`config.mk`:
```
export PLATFORM = sky130hd
export DESIGN_NAME = sit_delay
export DESIGN_NICKNAME = d
export VERILOG_FILES = /design/src/rtl/segment_intersect_with_tolerance_defines.svh /design/src/rtl/sit_delay.sv
export SDC_FILE = /design/constraint.sdc
export NUM_CORES = 1
export LEC_CHECK = 0
export BUFFER_PORTS_ARGS = -buffer_cell sky130_fd_sc_hd__buf_2
export CAP_MARGIN = 10
export CORE_AREA = 2 2 39 41
export DETAILED_ROUTE_END_ITERATION = 12
export DIE_AREA = 0 0 41 43
export HOLD_SLACK_MARGIN = 0.1
export MAX_ROUTING_LAYER = met4
export PLACE_DENSITY_LB_ADDON = 0.2
export SETUP_SLACK_MARGIN = 0.5
export SLEW_MARGIN = 20
export SYNTH_ARGS = -nofsm -noshare
export SYNTH_HDL_FRONTEND = slang
export SYNTH_SLANG_ARGS = --single-unit
```
`constraint.sdc`:
```
create_clock -name clk_i -period 0.8 [get_ports clk_i]
set_input_delay 0.04 -clock clk_i [delete_from_list [all_inputs] [get_ports clk_i]]
set_output_delay 0.04 -clock clk_i [all_outputs]
set_load 0.02 [all_outputs]
```
`src/rtl/segment_intersect_with_tolerance_defines.svh`:
```
// Assertion macros for the segment intersection block.
// Included by the RTL files that carry concurrent assertions; no dependencies.
`ifndef SEGMENT_INTERSECT_WITH_TOLERANCE_DEFINES_SVH
`define SEGMENT_INTERSECT_WITH_TOLERANCE_DEFINES_SVH
`ifndef SYNTH
`define SIT_ASSERT(name, clk, rstn, prop) \
  name: assert property (@(posedge clk) disable iff (!rstn) prop) \
    else $error("assertion failed");
`define SIT_ASSERT_NEXT(name, clk, rstn, pre, post) \
  name: assert property (@(posedge clk) disable iff (!rstn) pre |=> post) \
    else $error("assertion failed");
`else
`define SIT_ASSERT(name, clk, rstn, prop)
`define SIT_ASSERT_NEXT(name, clk, rstn, pre, post)
`endif
`endif

```
`src/rtl/sit_delay.sv`:
```
// Fixed-depth register delay line for side data of the pipeline.
// No dependencies.
module sit_delay #(
  parameter int WIDTH = 8,
  parameter int DEPTH = 2
) (
  input  logic             clk_i,
  input  logic [WIDTH-1:0] d_i,
  output logic [WIDTH-1:0] q_o
);

  logic [WIDTH-1:0] sh_q [DEPTH];

  always_ff @(posedge clk_i) begin
    sh_q[0] <= d_i;
    for (int i = 1; i < DEPTH; i++) begin
      sh_q[i] <= sh_q[i-1];
    end
  end

  assign q_o = sh_q[DEPTH-1];

endmodule

```
After elaboration in Yosys (flattened, before gate mapping). Memories as Yosys holds them, arrays and structs flattened. Cells that the tools add are included.

Register bits: 0. Bits in writable memories: 16. Bits of input ports: 9. Output and inout port bits: 8. Word-level logic and storage cells: 1. Memories kept: 1.

Memories: sh_q (words 2, width 8, rd ports 2, clocked after Yosys merged registers in 0, wr ports 2, RTL line sit_delay.sv:12) `logic [WIDTH-1:0] sh_q [DEPTH];`.

Depth between registers and ports, before layout.
Depth after elaboration: 0. Gate-level depth with buffers: 1. Mapped depth without buffers: 0.

Worst setup path before layout. No wires, ideal clock.

Path kind: register to output. Start: mem sh_q[1][0] (netlist: sh_q[0][8]). End: out q_o[0]. Data arrival time: 416 ps. Required time: 760 ps. Path slack: 344 ps. Stages on the path, launching flop included: 2. Path buffers: 1. Path through: dfxtp_1 -> buf_4.

RTL lines: start: declaration (RTL line sit_delay.sv:12); end: declaration (RTL line sit_delay.sv:9) `output logic [WIDTH-1:0] q_o`.

==> qor.log <==
[status] run status finished with violations
[status] violated checks hold timing
[drt] routed via count divided by cell count 3.41
[die] total die area 1760 um^2
[cts] CTS sink count 16
[global_route] number of antenna violations at the first check in global routing 0
[cells_and_area] register cell area after layout 330 um^2
[die] vertical die dimension 43 um
[sta] measured slew at the worst slew-check pin 0.0764 ns
[cells_and_area] largest register by flop count sh_q
[sta] clk_skew 0.000237 ns
[min_path] worst min path class input pin to flop
[die] num ports 17
[cells_and_area] non-filler cells in the finished layout 51
[worst_setup_path] required time worst endpoint 0.76 ns
[sta] RSZ-0062 raised after global routing yes
[sta] headroom to the max-slew limit 94.9%
[die] chip width 41 um
[placed_design] final estimated routing congestion in global placement 0.552
[worst_setup_path] type of origin of the critical path flop
[drt] Total Routed Length 401 um
[cts] CTS tree yes
[sta] worst hold slack across all endpoints -0.132 ns
[sta] total negative slack 0 ns
[sta] Setup violations, final 0
[worst_setup_path] Crit Path Max Fanout 1
[worst_setup_path] Crit-path slowest cell dfxtp_2
[sta] top achievable clock speed 1340 MHz
[cts] number of clock buffers inserted by TritonCTS 3
[worst_setup_path] path type of the worst setup path flop to output port
[global_route] global route total overflow 0
[worst_setup_path] Crit. End Element output port
[logic_synthesis] net count of the mapped netlist 33
[drt] total iterations of the first detailed-routing run 1
[cts] maximum buffer depth of the clock tree 2
[pwr] switching power 252 uW
[cells_and_area] area of the multi-input gates 0 um^2
[cells_and_area] number of diodes 0
[cells_and_area] layout overhead on the synthesized area 32.2%
[global_route] overall global routing resource usage 5.82%
[pwr] standby leakage power 0.000229 uW
[logic_synthesis] Gate Count Post-Synth 24
[die] Std-Cell Rows 14
[placed_design] port bufs 16
[drt] routed wire length per instance 7.86 um
[logic_synthesis] cell area after synthesis 380 um^2
[pwr] total internal power 1070 uW
[drt] via count 174
[die] Placeable Area 1380 um^2
[logic_synthesis] portion of synthesized cell area occupied by the leading cell type 84.2%
[worst_setup_path] Crit path buffers/inverters 1
[placed_design] cell count after placement 48
[cells_and_area] registers with the highest flip-flop counts sh_q x16
[logic_synthesis] Mapped Avg Cell Area 15.8 um^2
[global_route] wire length of the first global-routing pass 607 um
[drt] initial DRC count 0
[cells_and_area] Net count, final 46
[logic_synthesis] sequential element share of the synthesized area 84.2%
[cells_and_area] ratio of cells with drive above 1 in the final layout 77.1%
[logic_synthesis] post-synth cell types 2
[logic_synthesis] #FFs+latches synth 16
[global_route] via count of the first global-routing pass 168
[cells_and_area] number of combinational gates with multiple inputs 0
[drt] count of antenna-violating nets left after detailed routing 0
[sta] count of final hold-check violations 8
[pwr] total power per unit cell area 2630 nW/um^2
[cts] cell chosen for the clock root clkbuf_4
[worst_setup_path] cell family contributing the most delay on the critical path flip-flops
[sta] final critical delay including setup and external delays 0.747 ns
[worst_setup_path] endpoint arrival time on the critical path 0.71 ns
[sta] Slew Viols, Final 0
[pwr] sequential fraction of design power 64.8%
[worst_setup_path] sequence of cells on the critical path buf_6
[die] Initial Util 27.5%
[flow_run] Maximum Capacitance Violations 0
[pwr] switching share of power 19.1%
[cts] Clock Pin Slew Worst Setup and Hold Paths 0.08 ns
[cells_and_area] number of fillers in the final layout 144
[drt] DRC violations left 0
[pwr] share of power burned in the clock network 28.4%
[logic_synthesis] most area-hungry cell type in the Yosys netlist dfxtp_1
[cts] count of H-tree levels built during CTS 1
[pwr] Max IR drop VDD 1090 uV
[logic_synthesis] top cells by area in the synthesized netlist dfxtp_1 84%, buf_4 16%
[global_route] maximum number of pins on one net before global-route repair 9
[cells_and_area] max FFs per register 16
[cts] clock insertion delay at the later pin of the skew report 0.26 ns
[cells_and_area] leading cell types in the layout, fill and taps excluded 8 x buf_2, 8 x buf_6, 8 x dfxtp_1, 8 x dfxtp_2, 3 x clkbuf_4
[sta] fraction of the cycle the final worst path needs 93.3%
[pwr] Comb power frac 6.8%
[logic_synthesis] Synthesis Warnings 0
[worst_setup_path] stage delay of the slowest cell on the critical path 0.32 ns
-- final timing paths --
kind / start / slack, ns / cells past startpoint / end
max reg2reg: sh_q[0][6] / 0.40 / 0 / sh_q[0][14]
min: d_i[1] / -0.13 / 1 / sh_q[0][1]
min reg2reg: sh_q[0][3] / 0.33 / 0 / sh_q[0][11]
max: sh_q[0][14] / 0.05 / 1 / q_o[6]
-- through the flow --
| stage | total power [uW] | instance area (um^2) | utilization [%] | setup WS [ns] | hold slack [ns] |
|---|---|---|---|---|---|
| 3_5_place_dp | 933 | 420 | 30.4 | 0.316 | 0.144 |
| 2_1_floorplan | 939 | 410 | - | 0.352 | 0.0677 |
| 4_1_cts | 1350 | 503 | 36.3 | 0.0351 | -0.146 |
| 6_report | 1320 | 503 | 36.3 | 0.0532 | -0.132 |
| 5_1_grt | 1390 | 503 | 36.3 | 0.0183 | -0.151 |
| 3_3_place_gp | 930 | 420 | 30.4 | 0.325 | 0.142 |
-- what timing repair did --
| action | CTS | global route |
|---|---|---|
| setup buffers | 0 | 0 |
| endpoints found under the hold margin | 8 | 8 |
| endpoints found under the setup margin | 16 | 16 |
| resized for setup | 24 | 0 |
-- synth_stat cells (all sizes together) --
| cell | n |
|---|---|
| dfxtp | 16 |
| buf | 8 |
-- logic make-up after synthesis --
kind of cell | after synthesis | share of synthesized area [%]
buffers and inverters | 8 | 15.8
flip-flops | 16 | 84.2
-- layout make-up --
class / instances / area share (%)
Clock buffer: 3 / 4.48
Sequential cell: 16 / 65.7
Tap cell: 16 / 3.98
Timing Repair Buffer: 16 / 25.9
-- layer usage --
layer | GRT usage, % | share of wire (%) | vias to the layer above
met5 | - | 0 | -
met4 | 6.00 | 0 | 0
met3 | 3.14 | 10 | 0
met2 | 8.44 | 58 | 8
met1 | 4.64 | 32 | 78
li1 | - | - | 88
-- power groups by stage --
stage	clock network (uW)	registers [uW]	logic [uW]
2_1_floorplan	0	868	70.8
3_3_place_gp	0	864	65.8
3_5_place_dp	0	867	66.4
4_1_cts	403	857	90.8
5_1_grt	432	862	94.6
6_report	375	856	89.6
Note: power is estimated with default switching activity, not from simulation.
